## src/sync_byte_frame_parser_defines.svh

```systemverilog
// assertion macros for the byte frame parser
// used by the top level; relies on i_clk and i_rst_n in the including module
`ifndef SYNC_BYTE_FRAME_PARSER_DEFINES_SVH
`define SYNC_BYTE_FRAME_PARSER_DEFINES_SVH

`ifndef SYNTH
// property must hold at every clock edge outside reset
`define SBFP_ASSERT(label, prop) \
    label: assert property (@(posedge i_clk) disable iff (!i_rst_n) prop) \
        else $error("sbfp assertion failed");
// condition must never be true outside reset
`define SBFP_ASSERT_NEVER(label, cond) \
    label: assert property (@(posedge i_clk) disable iff (!i_rst_n) !(cond)) \
        else $error("sbfp forbidden condition seen");
`else
`define SBFP_ASSERT(label, prop)
`define SBFP_ASSERT_NEVER(label, cond)
`endif

`endif

```

## src/sbfp_pkg.sv

```systemverilog
// shared types and constants of the byte frame parser
// no dependencies
package sbfp_pkg;

    // frame marker byte
    localparam logic [7:0] HEADER_BYTE = 8'h68;

    // register map
    localparam int unsigned      REG_ADDR_W       = 3;
    localparam logic [0:0]       REG_PAYLOAD_LEN  = 1'b0;
    localparam logic [7:0]       PAYLOAD_LEN_RST  = 8'd9;

    // parser phases; unused codes behave as idle
    typedef enum logic [2:0] {
        PH_IDLE = 3'd0,
        PH_LEN  = 3'd1,
        PH_ADDR = 3'd2,
        PH_CMD  = 3'd3,
        PH_DATA = 3'd4,
        PH_SUM  = 3'd5
    } t_phase;

    // state kept between beats
    typedef struct packed {
        t_phase     phase;
        logic [7:0] length;
        logic [7:0] address;
        logic [7:0] command;
        logic [7:0] sum;
        logic [7:0] count;
    } t_parse_state;

    // one result beat
    typedef struct packed {
        logic       payload_valid;
        logic [7:0] payload_byte;
        logic [7:0] payload_index;
        logic       frame_done;
        logic       checksum_ok;
        logic [7:0] frame_address;
        logic [7:0] frame_command;
        logic [7:0] frame_length;
    } t_result;

endpackage

```

## src/sbfp_parse.sv

```systemverilog
// next-state and result logic for one received byte
// depends on sbfp_pkg
module sbfp_parse (
    input  logic [7:0]            i_rx_byte,
    input  logic [7:0]            i_payload_length,
    input  sbfp_pkg::t_parse_state i_state,
    output sbfp_pkg::t_parse_state o_state,
    output sbfp_pkg::t_result      o_result
);

    logic [7:0] calc_sum;
    logic [7:0] count_inc;

    assign calc_sum  = i_state.length + i_state.address + i_state.command + i_state.sum;
    assign count_inc = i_state.count + 8'd1;

    // phase walk over the frame
    always_comb begin
        o_state = i_state;
        o_result.payload_valid = 1'b0;
        o_result.payload_byte  = 8'd0;
        o_result.payload_index = 8'd0;
        o_result.frame_done    = 1'b0;
        o_result.checksum_ok   = 1'b0;
        if (i_rx_byte == sbfp_pkg::HEADER_BYTE) begin
            o_state.phase = sbfp_pkg::PH_LEN;
        end else begin
            unique case (i_state.phase)
                sbfp_pkg::PH_LEN: begin
                    o_state.length = i_rx_byte;
                    o_state.phase  = sbfp_pkg::PH_ADDR;
                end
                sbfp_pkg::PH_ADDR: begin
                    o_state.address = i_rx_byte;
                    o_state.phase   = sbfp_pkg::PH_CMD;
                end
                sbfp_pkg::PH_CMD: begin
                    o_state.command = i_rx_byte;
                    o_state.count   = 8'd0;
                    o_state.sum     = 8'd0;
                    o_state.phase   = sbfp_pkg::PH_DATA;
                end
                sbfp_pkg::PH_DATA: begin
                    // bytes past the expected count are dropped
                    if (i_state.count < i_payload_length) begin
                        o_result.payload_valid = 1'b1;
                        o_result.payload_byte  = i_rx_byte;
                        o_result.payload_index = i_state.count;
                        o_state.sum            = i_state.sum + i_rx_byte;
                        o_state.count          = count_inc;
                        if (count_inc == i_payload_length) begin
                            o_state.count = 8'd0;
                            o_state.phase = sbfp_pkg::PH_SUM;
                        end
                    end
                end
                sbfp_pkg::PH_SUM: begin
                    o_result.frame_done  = 1'b1;
                    o_result.checksum_ok = (calc_sum == i_rx_byte);
                    o_state.phase        = sbfp_pkg::PH_IDLE;
                end
                default: begin
                    o_state.phase = sbfp_pkg::PH_IDLE;
                end
            endcase
        end
        o_result.frame_address = o_state.address;
        o_result.frame_command = o_state.command;
        o_result.frame_length  = o_state.length;
    end

endmodule

```

## src/sync_byte_frame_parser.sv

```systemverilog
// top level of the byte frame parser: register port, state and result register
// depends on sbfp_pkg, sbfp_parse and sync_byte_frame_parser_defines.svh
//
// Usage:
//   Input channel: one received byte per beat on i_rx_byte, i_in_valid/o_in_ready.
//   Output channel: one result beat per input beat, o_out_valid/i_out_ready,
//   carrying payload byte and index, frame done, checksum status and the
//   kept length, address and command fields.
//   A byte 0x68 anywhere starts a new frame; the payload size comes from the
//   payload_length register at byte address 0 of the APB-style port.
//   Latency: the result of a byte is on the output the cycle after it is taken.
//   Throughput: one byte per cycle while the output is not stalled; the state update
//   is combinational, from the state registers to the state and result registers.
//   Stall: while a result waits and i_out_ready is low, o_in_ready drops;
//   when the waiting result is taken, a new byte can be taken in the same cycle.
//   Reset: synchronous, active low; parser goes idle, kept fields clear to 0,
//   payload_length returns to 9 and the output register empties.
`include "sync_byte_frame_parser_defines.svh"

module sync_byte_frame_parser (
    input  logic                                i_clk,
    input  logic                                i_rst_n,
    // byte input
    input  logic [7:0]                          i_rx_byte,
    input  logic                                i_in_valid,
    output logic                                o_in_ready,
    // result output
    output logic                                o_payload_valid,
    output logic [7:0]                          o_payload_byte,
    output logic [7:0]                          o_payload_index,
    output logic                                o_frame_done,
    output logic                                o_checksum_ok,
    output logic [7:0]                          o_frame_address,
    output logic [7:0]                          o_frame_command,
    output logic [7:0]                          o_frame_length,
    output logic                                o_out_valid,
    input  logic                                i_out_ready,
    // register port
    input  logic                                psel,
    input  logic                                penable,
    input  logic                                pwrite,
    input  logic [sbfp_pkg::REG_ADDR_W-1:0]     paddr,
    input  logic [31:0]                         pwdata,
    output logic [31:0]                         prdata,
    output logic                                pready
);

    logic [7:0]             r_payload_length;
    sbfp_pkg::t_parse_state r_state;
    sbfp_pkg::t_parse_state n_state;
    sbfp_pkg::t_result      r_out;
    sbfp_pkg::t_result      n_out;
    logic                   r_out_valid;
    logic                   in_accept;
    logic                   reg_write;
    logic                   reg_sel_len;

    // register port decode
    assign pready      = 1'b1;
    assign reg_sel_len = (paddr[sbfp_pkg::REG_ADDR_W-1:2] == sbfp_pkg::REG_PAYLOAD_LEN);
    assign reg_write   = psel && penable && pwrite && pready;
    assign prdata      = reg_sel_len ? {24'd0, r_payload_length} : 32'd0;

    always_ff @(posedge i_clk) begin
        if (!i_rst_n) begin
            r_payload_length <= sbfp_pkg::PAYLOAD_LEN_RST;
        end else begin
            if (reg_write && reg_sel_len) begin
                r_payload_length <= pwdata[7:0];
            end
        end
    end

    // per-byte parse logic
    sbfp_parse u_parse (
        .i_rx_byte        (i_rx_byte),
        .i_payload_length (r_payload_length),
        .i_state          (r_state),
        .o_state          (n_state),
        .o_result         (n_out)
    );

    // accept a byte whenever the result register is free or being drained
    assign o_in_ready = !r_out_valid || i_out_ready;
    assign in_accept  = i_in_valid && o_in_ready;

    // parser state and result register
    always_ff @(posedge i_clk) begin
        if (!i_rst_n) begin
            r_state.phase   <= sbfp_pkg::PH_IDLE;
            r_state.length  <= 8'd0;
            r_state.address <= 8'd0;
            r_state.command <= 8'd0;
            r_state.sum     <= 8'd0;
            r_state.count   <= 8'd0;
            r_out_valid     <= 1'b0;
        end else begin
            if (in_accept) begin
                r_state <= n_state;
                r_out   <= n_out;
            end
            if (o_in_ready) begin
                r_out_valid <= i_in_valid;
            end
        end
    end

    assign o_out_valid     = r_out_valid;
    assign o_payload_valid = r_out.payload_valid;
    assign o_payload_byte  = r_out.payload_byte;
    assign o_payload_index = r_out.payload_index;
    assign o_frame_done    = r_out.frame_done;
    assign o_checksum_ok   = r_out.checksum_ok;
    assign o_frame_address = r_out.frame_address;
    assign o_frame_command = r_out.frame_command;
    assign o_frame_length  = r_out.frame_length;

    // checks on the parser and result register
    `SBFP_ASSERT(a_done_goes_idle, in_accept && n_out.frame_done |=> r_state.phase == sbfp_pkg::PH_IDLE)
    `SBFP_ASSERT_NEVER(a_ok_without_done, r_out_valid && r_out.checksum_ok && !r_out.frame_done)
    `SBFP_ASSERT_NEVER(a_done_and_payload, r_out_valid && r_out.frame_done && r_out.payload_valid)
    `SBFP_ASSERT(a_stall_holds, r_out_valid && !i_out_ready |=> r_out_valid && $stable(r_out))

endmodule
```

## config.mk

```make
export PLATFORM = sky130hd
export DESIGN_NAME = sync_byte_frame_parser
export DESIGN_NICKNAME = d
export VERILOG_FILES = /design/src/sbfp_pkg.sv /design/src/sbfp_parse.sv /design/src/sync_byte_frame_parser.sv
export VERILOG_INCLUDE_DIRS = /design/src /design/src/src
export SDC_FILE = /design/constraint.sdc
export NUM_CORES = 1
export LEC_CHECK = 0
export ABC_AREA = 1
export BUFFER_PORTS_ARGS = -buffer_cell sky130_fd_sc_hd__buf_2
export CORE_MARGIN = 4
export CORE_UTILIZATION = 50
export CTS_BUF_LIST = sky130_fd_sc_hd__clkbuf_4 sky130_fd_sc_hd__clkbuf_8
export CTS_CLUSTER_SIZE = 28
export DETAILED_ROUTE_END_ITERATION = 16
export PLACE_DENSITY = 0.74
export SLEW_MARGIN = 15
export SYNTH_ARGS = -nofsm -noshare
export SYNTH_HDL_FRONTEND = slang
export SYNTH_HIERARCHICAL = 1
export SYNTH_SLANG_ARGS = --single-unit
```

## constraint.sdc

```tcl
create_clock -name i_clk -period 9.3 [get_ports i_clk]
set_input_delay 1.86 -clock i_clk [delete_from_list [all_inputs] [get_ports i_clk]]
set_output_delay 1.86 -clock i_clk [all_outputs]
set_load 0.1 [all_outputs]
```

# Word-level counts from Yosys, hierarchy flattened
# Cells that the tools add are included.
# W data, S select, Z words.
[classes]
add_sub_neg = 5
order_cmp = 1
n_eq_ne = 11
n_mux = 14
n_bitwise = 5
reduce_logical = 13
[op_table]
columns = ["op", "count"]
rows = [
  ["$mux W40", 1],
  ["$mux W8", 5],
  ["$add A8 B8 Y8", 4],
  ["$pmux W16 S2", 1],
  ["$mux W17", 1],
  ["$eq A8 B8 Y1", 2],
  ["$mux W16", 1],
  ["$pmux W3 S4", 1],
  ["$mux W3", 3],
  ["$add A8 B1 Y8 const B", 1],
  ["$eq A8 B7 Y1 const B", 1],
  ["$lt A8 B8 Y1", 1],
  ["$eq A3 B2 Y1 const B", 2],
  ["$eq A3 B3 Y1 const B", 2],
  ["$ne A3 B1 Y1 const B", 2],
  ["$not A1 Y1", 5],
  ["$logic_and A1 B1 Y1", 4],
  ["$reduce_and A4 Y1", 1],
  ["$reduce_or A2 Y1", 2],
  ["$eq A3 B1 Y1 const B", 1],
  ["$reduce_and A3 Y1", 1],
  ["$reduce_or A3 Y1", 1],
  ["$mux W2", 1],
  ["$ne A2 B1 Y1 const B", 1],
  ["other kinds (4)", 4],
]
[totals]
reg_bits = 95
out_inout_bits = 78
word_cells = 65

# Logic depth before layout (Yosys ltp)
# Gate-level depths: netlist (run 1).
[depth]
ltp_word = 6
mapped_depth = 18
ltp_nobuf = 18

# By module
# Netlist (run 1), hierarchy kept.
[by_module_without_submodules]
columns = ["module", "n_inst", "cells_each", "area_each_um2", "seq_area_each_um2"]
rows = [
  ["sync_byte_frame_parser", 1, 424, 3962.6, 2332.2],
  ["sbfp_parse", 1, 406, 2428.6, 0.0],
]

# Least setup slack after synthesis (run 1)
# Ideal clock, no wire load.
[synth_timing]
kind = "input port to output port"
startpoint = "in paddr[2] in the netlist's numbering"
endpoint = "out prdata[0]"
arrival_ps = 3284
required_time_ps = 7440
setup_slack_ps = 4156
cell_stages = 2
n_path_buf = 1
path_cell_list = "buf_4 nor2_1"
[synth_between]
elab_chain_len = 1
[synth_rtl]
columns = ["item", "line", "source"]
rows = [
  ["start: declaration", "sync_byte_frame_parser.sv:42", "input logic [sbfp_pkg::REG_ADDR_W-1:0] paddr,"],
  ["$mux W8", "sync_byte_frame_parser.sv:62", "assign prdata = reg_sel_len ? {24'd0, r_payload_length} : 32'd0;"],
  ["end: declaration", "sync_byte_frame_parser.sv:44", "output logic [31:0] prdata,"],
]
# Every way passes these cells.

# Worst setup path in the final report (run 1)
[layout_timing]
startpoint = "in i_out_ready"
endpoint = "out o_in_ready"
[layout_between]
elab_chain_len = 1
[layout_rtl]
columns = ["item", "line", "source"]
rows = [
  ["start: declaration", "sync_byte_frame_parser.sv:37", "input logic i_out_ready,"],
  ["$logic_or A1 B1 Y1", "sync_byte_frame_parser.sv:84", "assign o_in_ready = !r_out_valid || i_out_ready;"],
  ["end: declaration", "sync_byte_frame_parser.sv:26", "output logic o_in_ready,"],
]
# Every way passes these cells.

==> metrics.md, run 1 <==
| Metric | Value |
|---|---|
| Setup TNS | 0 ns |
| Hold_buf cts | 0 |
| Hold Violations, Final | 0 |
| Antenna violation net count after detailed routing | 0 |
| Initial antenna violation count | 0 |
| Worst vdd ir | between 0.00007 and 0.00008 V |
| Ant. Diodes | 0 |
| Final net count | ~960 |
| Reg clk slew, reported paths | 0.09 ns |
| H-tree depth | 3 |
| Commonest cells post-synth | 174 x nand2_1, 117 x inv_1, 80 x nand3_1, 75 x nor2_1, 65 x nor2_2 |
| Ys Warns | 6 |
| Outcome | complete, no violations |
| Final Critical Period | ~4.8 ns |
| Root Buffer | clkbuf_8 |
| Synth Instances | between 800 and 900 |
| Arrival time at the worst endpoint | roughly 3.0 ns |
| Layout cell share with drive strength beyond 1 | roughly 22% |
| CTS tree | yes |
| GRT Total Usage | roughly a fifth |
| Total wire length | ~13000 µm |
| Clk_skew | ~0.022 ns |
| Sequential power share | 40.9% |
| Drt via density | 4.791 |
| Router iterations before antenna repair | 5 |
| Post-synth EDFFs | between 40 and 50 |
| Worst-Skew Late Latency | roughly 0.39 ns |
| Num CTS Buffers | 9 |
| Yosys reg bits | 95 |
| Switching power | ~460 µW |
| Leakage power | 3.179 nW |
| Layout overhead on the synthesized area | 6.343% |
| DRC | 0 |
| Sink Count | 95 |
| Register area share after synthesis | between 30% and 40% |
| First DRT Iteration DRCs | approximately 420 |
| Final max-slew violation count | 0 |
| Reg area | around 0.0023 mm² |
| Area of placed instances | between 0.006 and 0.007 mm² |
| Critical Path Sink Type | output pin |
| Clock power share | a little over a quarter |
| Hpwl dp | 8995 µm |
| Die Height | 121.1 µm |
| Total Power | ~1.2 mW |
| Vias in the first global route | about 4700 |
| Multi-input gate area | approximately 0.0032 mm² |
| Top-count cell post-synth | nand2_1 |
| Drt wl/cell | between 10 and 15 µm |
| RSZ-0062 raised after global routing | false |
| Largest net degree at the start of global routing | 53 |
| Crit Path Max Fanout | 46 |
| Global-route wire length before repair | between 20000 and 25000 µm |
| Site row count | approximately 40 |
| Switching Share | about two fifths |
| Fin crit share | roughly half |
| # setup viols final | 0 |
| Mapped cell area | 0.006391 mm² |
| Avg Inst Size Synth | between 7 and 8 µm² |
| Yosys cell types | 36 |
| FMAX | 208.0 MHz |
| Max-cap viol count | 0 |
| Crit path required time | about 7.4 ns |
| Slew margin rel. | 40.17% |
| Initial Util | around 51% |
| Post-cts resize count | 0 |
| Share of the synthesized area in the top cell type | roughly a fifth |
| Overflow after GRT | 0 |
| Hold Path Class | flop to flop |
| Slew @ Worst Pin | 0.8975 ns |
| PortBufs | 76 |
| P per Cell Area | 176.4 mW/mm² |
| Routability cong. | 0.8483 |
| Core Footprint | 0.01257 mm² |
| Post-CTS Setup Bufs | 0 |
| Startpoint types | primary input |
| Pint | roughly 740 µW |
| Area leader, netlist | edfxtp_1 |
| DIE WIDTH | roughly 120 µm |
| Post-route cell area | a little under 0.007 mm² |
| I/O pins | approximately 130 |
| Routed vias | around 5000 |
| Primary FF master, synth | dfxtp_1 |
| Ys async rst share | 0% |
| Die area | ~0.015 mm² |
| Max Root-Sink Buffers | 2 |
| Largest cells by area after synthesis | edfxtp_1 20%, dfxtp_1 16%, nand2_1 10%, inv_1 6.9%, nor2_2 6.4% |
| Crit path kind | primary input to output pin |
| Layout fillers | 1178 |
| Comb pwr share | between 30% and 40% |
-- kinds of logic (layout without fill, tap and decap cells) --
family          after synthesis  after routing  share of synthesized area [%]
simple gates                417            417                          30.83
buf+inv                     199            218                          15.66
flops                        95             95                          36.49
compound gates               63             63                          5.501
fa+ha+maj                    38             38                          9.201
xor+xnor                     16             16                          2.193
other cells                   2             25                         0.1175
-- critical path, cell delays in order --
cell	delay, ns
buf_2	0.08
inv_2	0.03
nand2_4	0.39
buf_2	0.53
-- final cells by class --
| type | instances | share of cell area, % |
|---|---|---|
| sequential | 95 | 34.32 |
| clock buffer | 11 | 2.135 |
| multi-input combinational | 559 | 46.37 |
| inverter | 124 | 6.885 |
| tap | 172 | 3.166 |
| timing repair buffer | 78 | 5.817 |
| clock inverter | 5 | 1.307 |
-- cell usage in the layout (no fill, tap or decap), types with 2 or more instances in the layout --
| cell type | netlist | final |
|---|---|---|
| nand2_1 | 174 | 174 |
| inv_1 | 117 | 117 |
| nand3_1 | 80 | 80 |
| buf_2 | 18 | 76 |
| nor2_1 | 75 | 74 |
| nor2_2 | 65 | 65 |
| dfxtp_1 | 52 | 52 |
| edfxtp_1 | 43 | 43 |
| o21ai_0 | 27 | 27 |
| conb_1 | 2 | 25 |
| ha_1 | 23 | 23 |
| a21oi_1 | 16 | 16 |
| fa_1 | 15 | 15 |
| clkbuf_8 | 0 | 10 |
| xor2_1 | 9 | 9 |
| o21ai_1 | 9 | 9 |
| xnor2_1 | 7 | 7 |
| o21ai_2 | 7 | 7 |
| inv_2 | 6 | 6 |
| nand2_4 | 4 | 4 |
| nor2_4 | 2 | 3 |
| nor3_2 | 3 | 3 |
| or2_2 | 3 | 3 |
| nand4_1 | 3 | 3 |
| bufinv_16 | 0 | 2 |
| buf_4 | 51 | 2 |
| o21a_1 | 2 | 2 |
| nand3b_1 | 2 | 2 |
| nand4_2 | 2 | 2 |
-- through the flow --
step           hold slack (ns)  setup slack, ns  util [%]  cells
2_1_floorplan           0.4561            4.156         -    853
3_3_place_gp            0.4860            4.511     52.22   1028
3_5_place_dp            0.4982            4.515     52.22   1028
4_1_cts                 0.5150            4.516     54.08   1044
5_1_grt                 0.5439            4.449     54.08   1044
6_report                0.5159            4.491     54.08   1044
-- flip-flops by register name (all words and copies together) (netlist names), 8 cells and up --
name and count:
o_frame_command 8, o_payload_byte 8, r_payload_length 8, o_frame_address 8
o_frame_length 8, o_payload_index 8, r_state 43
-- power groups by stage --
stage / clock, mW / sequential (mW) / combinational (mW)
2_1_floorplan: 0 / 0.567 / 0.285
3_3_place_gp: 0 / 0.500 / 0.379
3_5_place_dp: 0 / 0.501 / 0.385
4_1_cts: 0.331 / 0.491 / 0.387
5_1_grt: 0.345 / 0.495 / 0.431
6_report: 0.321 / 0.491 / 0.387
-- metal layers --
layer | global-route usage (%) | vias up | wire length, µm
met5 | 0 | - | 0
met4 | 6.091 | 0 | 187
met3 | 4.103 | 15 | 770
met2 | 31.37 | 129 | 6140
met1 | 24.45 | 2269 | 5990
li1 | - | 2589 | -
-- final timing paths --
check,start,end,slack [ns],depth (start not counted)
min,r_payload_length[0],r_payload_length[0],0.52,2
max,i_out_ready,o_in_ready,4.49,4
min reg2reg,r_payload_length[0],r_payload_length[0],0.52,2
max reg2reg,r_state[9],o_checksum_ok,6.08,15
Power figures use the tool's default switching activity.
==> run 2, diff against run 1 <==
--- a/config.mk
+++ b/config.mk
@@ -13,7 +13,7 @@
 export CTS_BUF_LIST = sky130_fd_sc_hd__clkbuf_4 sky130_fd_sc_hd__clkbuf_8
 export CTS_CLUSTER_SIZE = 28
 export DETAILED_ROUTE_END_ITERATION = 16
-export PLACE_DENSITY = 0.74
+export PLACE_DENSITY = 0.76
 export SLEW_MARGIN = 15
 export SYNTH_ARGS = -nofsm -noshare
 export SYNTH_HDL_FRONTEND = slang
==> constraint.sdc (replaced) <==
create_clock -name i_clk -period 4.4 [get_ports i_clk]
set_input_delay 0.88 -clock i_clk [delete_from_list [all_inputs] [get_ports i_clk]]
set_output_delay 0.88 -clock i_clk [all_outputs]
set_load 0.1 [all_outputs]
==> run 2 against run 1 <==
Final cell count hardly changed. Utilization is 0.21 points lower. Die area stayed put. Sequential cell count stayed put. Sequential power is 110% higher. Non-clock buffer count is 1 higher. Sequential share of layout area is 0.13 points higher. Critical endpoint is now o_checksum_ok. Largest cell class unchanged.
==> metrics.md, run 2 (synthesis results as in run 1) <==
| Metric | Value |
|---|---|
| Arrival time at the worst endpoint | 3.36 ns (+0.41 ns) |
| Crit Path Max Fanout | 4 (-91%) |
| Final max-slew violation count | 0 (unchanged) |
| Router iterations before antenna repair | 5 (unchanged) |
| Worst Setup Slack, final | 1.282 ns (-3.210 ns) |
| Max Root-Sink Buffers | 2 (unchanged) |
| Drt via density | 4.827 (+0.74%) |
| FMAX | roughly 320 MHz |
| Startpoint types | flop |
| Initial antenna violation count | 0 (unchanged) |
| M1 WL | 6059 µm (+1.2%) |
| Post-CTS Setup Bufs | 0 (unchanged) |
| Total Power | 2.454 mW (+100%) |
| Drt wl/cell | 12.57 µm (+0.29%) |
| Multi-input gate area | 0.003152 mm² (unchanged) |
| Max-cap viol count | 0 (unchanged) |
| DIE WIDTH | 121.1 µm (unchanged) |
| Layout cell share with drive strength beyond 1 | 22.22% (+0.089 points) |
| GRT Total Usage | 18.38% (-0.48 points) |
| Largest net degree at the start of global routing | 52 (-1.9%) |
| Ant. Diodes | 0 (unchanged) |
| First DRT Iteration DRCs | 376 (-11%) |
| Hold Violations, Final | 0 (unchanged) |
| Crit path required time | 4.64 ns (-2.80 ns) |
| P per Cell Area | 362.5 mW/mm² (+110%) |
| Final net count | 956 (+0.10%) |
| Initial Util | 50.85% (unchanged) |
| Sink Count | 95 (unchanged) |
| H-tree depth | 3 (unchanged) |
| Largest reg by FF count | r_state |
| Reg area | 0.002332 mm² (unchanged) |
| Num CTS Buffers | 9 (unchanged) |
| Routed vias | 5044 (+0.84%) |
| Worst vdd ir | 0.0001283 V (+70%) |
| Max layer used | met4 |
| RSZ-0062 raised after global routing | false |
| Setup TNS | 0 ns (unchanged) |
| Met2 wire len | 6124 µm (-0.26%) |
| DRC | 0 (unchanged) |
| Post-cts resize count | 0 (unchanged) |
| Layout fillers | 1192 (+1.2%) |
| Slew @ Worst Pin | 0.6984 ns (-0.1991 ns) |
| Most frequent cells in the layout | 174 x nand2_1, 117 x inv_1, 80 x nand3_1 |
| Pre-CTS setup slack | 1.332 ns (-3.183 ns) |
| Fin crit share | between 70% and 80% |
| Site row count | 41 (unchanged) |
| CTS tree | yes |
| Hold_buf cts | 0 (unchanged) |
| I/O pins | 128 (unchanged) |
| Critical Path Sink Type | flop |
| Vias in the first global route | 4544 (-2.4%) |
| Total wire length | 13140 µm (+0.39%) |
| Core Footprint | 0.01257 mm² (unchanged) |
| Die Height | 121.1 µm (unchanged) |
| Worst-Skew Late Latency | 0.37 ns (-0.02 ns) |
| Overflow after GRT | 0 (unchanged) |
| WHS | 0.5047 ns (-0.01124 ns) |
| PortBufs | 76 (unchanged) |
| Routability cong. | 0.8453 (-0.35%) |
| Layout overhead on the synthesized area | 5.932% |
| Root Buffer | clkbuf_8 |
| # setup viols final | 0 (unchanged) |
| Hpwl dp | 9172 µm (+2.0%) |
| Largest register FFs | 43 (unchanged) |
| Global-route wire length before repair | 21760 µm (-1.2%) |
| Crit path kind | flop to flop |
| Metal3 WL | 734 µm (-4.7%) |
| Outcome | complete, no violations |
| Final Critical Period | 3.118 ns |
| Clk_skew | 0.01594 ns (-0.005739 ns) |
| Most common cell after layout, fill and taps aside | nand2_1 |
| Reg clk slew, reported paths | 0.10 ns (about the same) |
| Antenna violation net count after detailed routing | 0 (unchanged) |
| Leakage power | 3.164 nW (-0.45%) |
| Die area | 0.01466 mm² (unchanged) |
| Hold Path Class | flop to flop |
| Slew margin rel. | 53.33% (+13 points) |
run 2: cell types whose count changed in the layout (fill, tap and decap cells not counted), sizes merged:
cell	before	now
clkbuf	11	10
clkinv	1	3
buf	78	79
clkinvlp	0	1
bufinv	2	1
inv	126	125
run 2: stage by stage:
step                utilization [%]  cell area [µm²]  cells
floorplan                         -             6477    853
global placement              52.27             6570   1029
detailed placement            52.27             6570   1029
CTS                           53.87             6770   1045
global route                  53.87             6770   1045
finish                        53.87             6770   1045
run 2: final timing paths:
check             slack, ns  cells past startpoint            end         from
setup / recovery       1.28                     15  o_checksum_ok   r_state[9]
setup reg to reg       1.28                     15  o_checksum_ok   r_state[9]
hold reg to reg        0.50                      2    r_state[33]  r_state[33]
hold / removal         0.50                      2    r_state[33]  r_state[33]
run 2: power breakdown:
group | leakage [nW] | total [mW] | internal, mW | switching (mW)
Clock | 0.100 | 0.596 | 0.272 | 0.323
Combinational | 2.23 | 0.821 | 0.224 | 0.598
Sequential | 0.835 | 1.04 | 0.983 | 0.0540
Total | 3.16 | 2.45 | 1.48 | 0.975
run 2: cell type report:
class	count	share of cell area, %
multi-input combinational	559	46.55
tap	172	3.179
timing repair buffer	79	5.951
inverter	124	6.912
clock buffer	10	1.940
sequential	95	34.45
clock inverter	6	1.016
run 2: per-layer routing:
metal / up-vias / GRT usage (%)
met2: 134 / 30.64
met4: 0 / 6.303
met1: 2297 / 24.34
met3: 18 / 2.890
li1: 2595 / -
met5: - / 0
run 2: critical path: stages, from the launching register on:
cell,delay [ns]
dfxtp_1,0.37
fa_1,0.54
inv_1,0.05
fa_1,0.50
inv_1,0.04
ha_1,0.22
inv_1,0.07
fa_1,0.42
xnor2_1,0.14
nor2_1,0.13
nand2_1,0.06
nor2_1,0.08
nand3_1,0.07
nor2_1,0.11
nand3_1,0.08
nor2_1,0.10
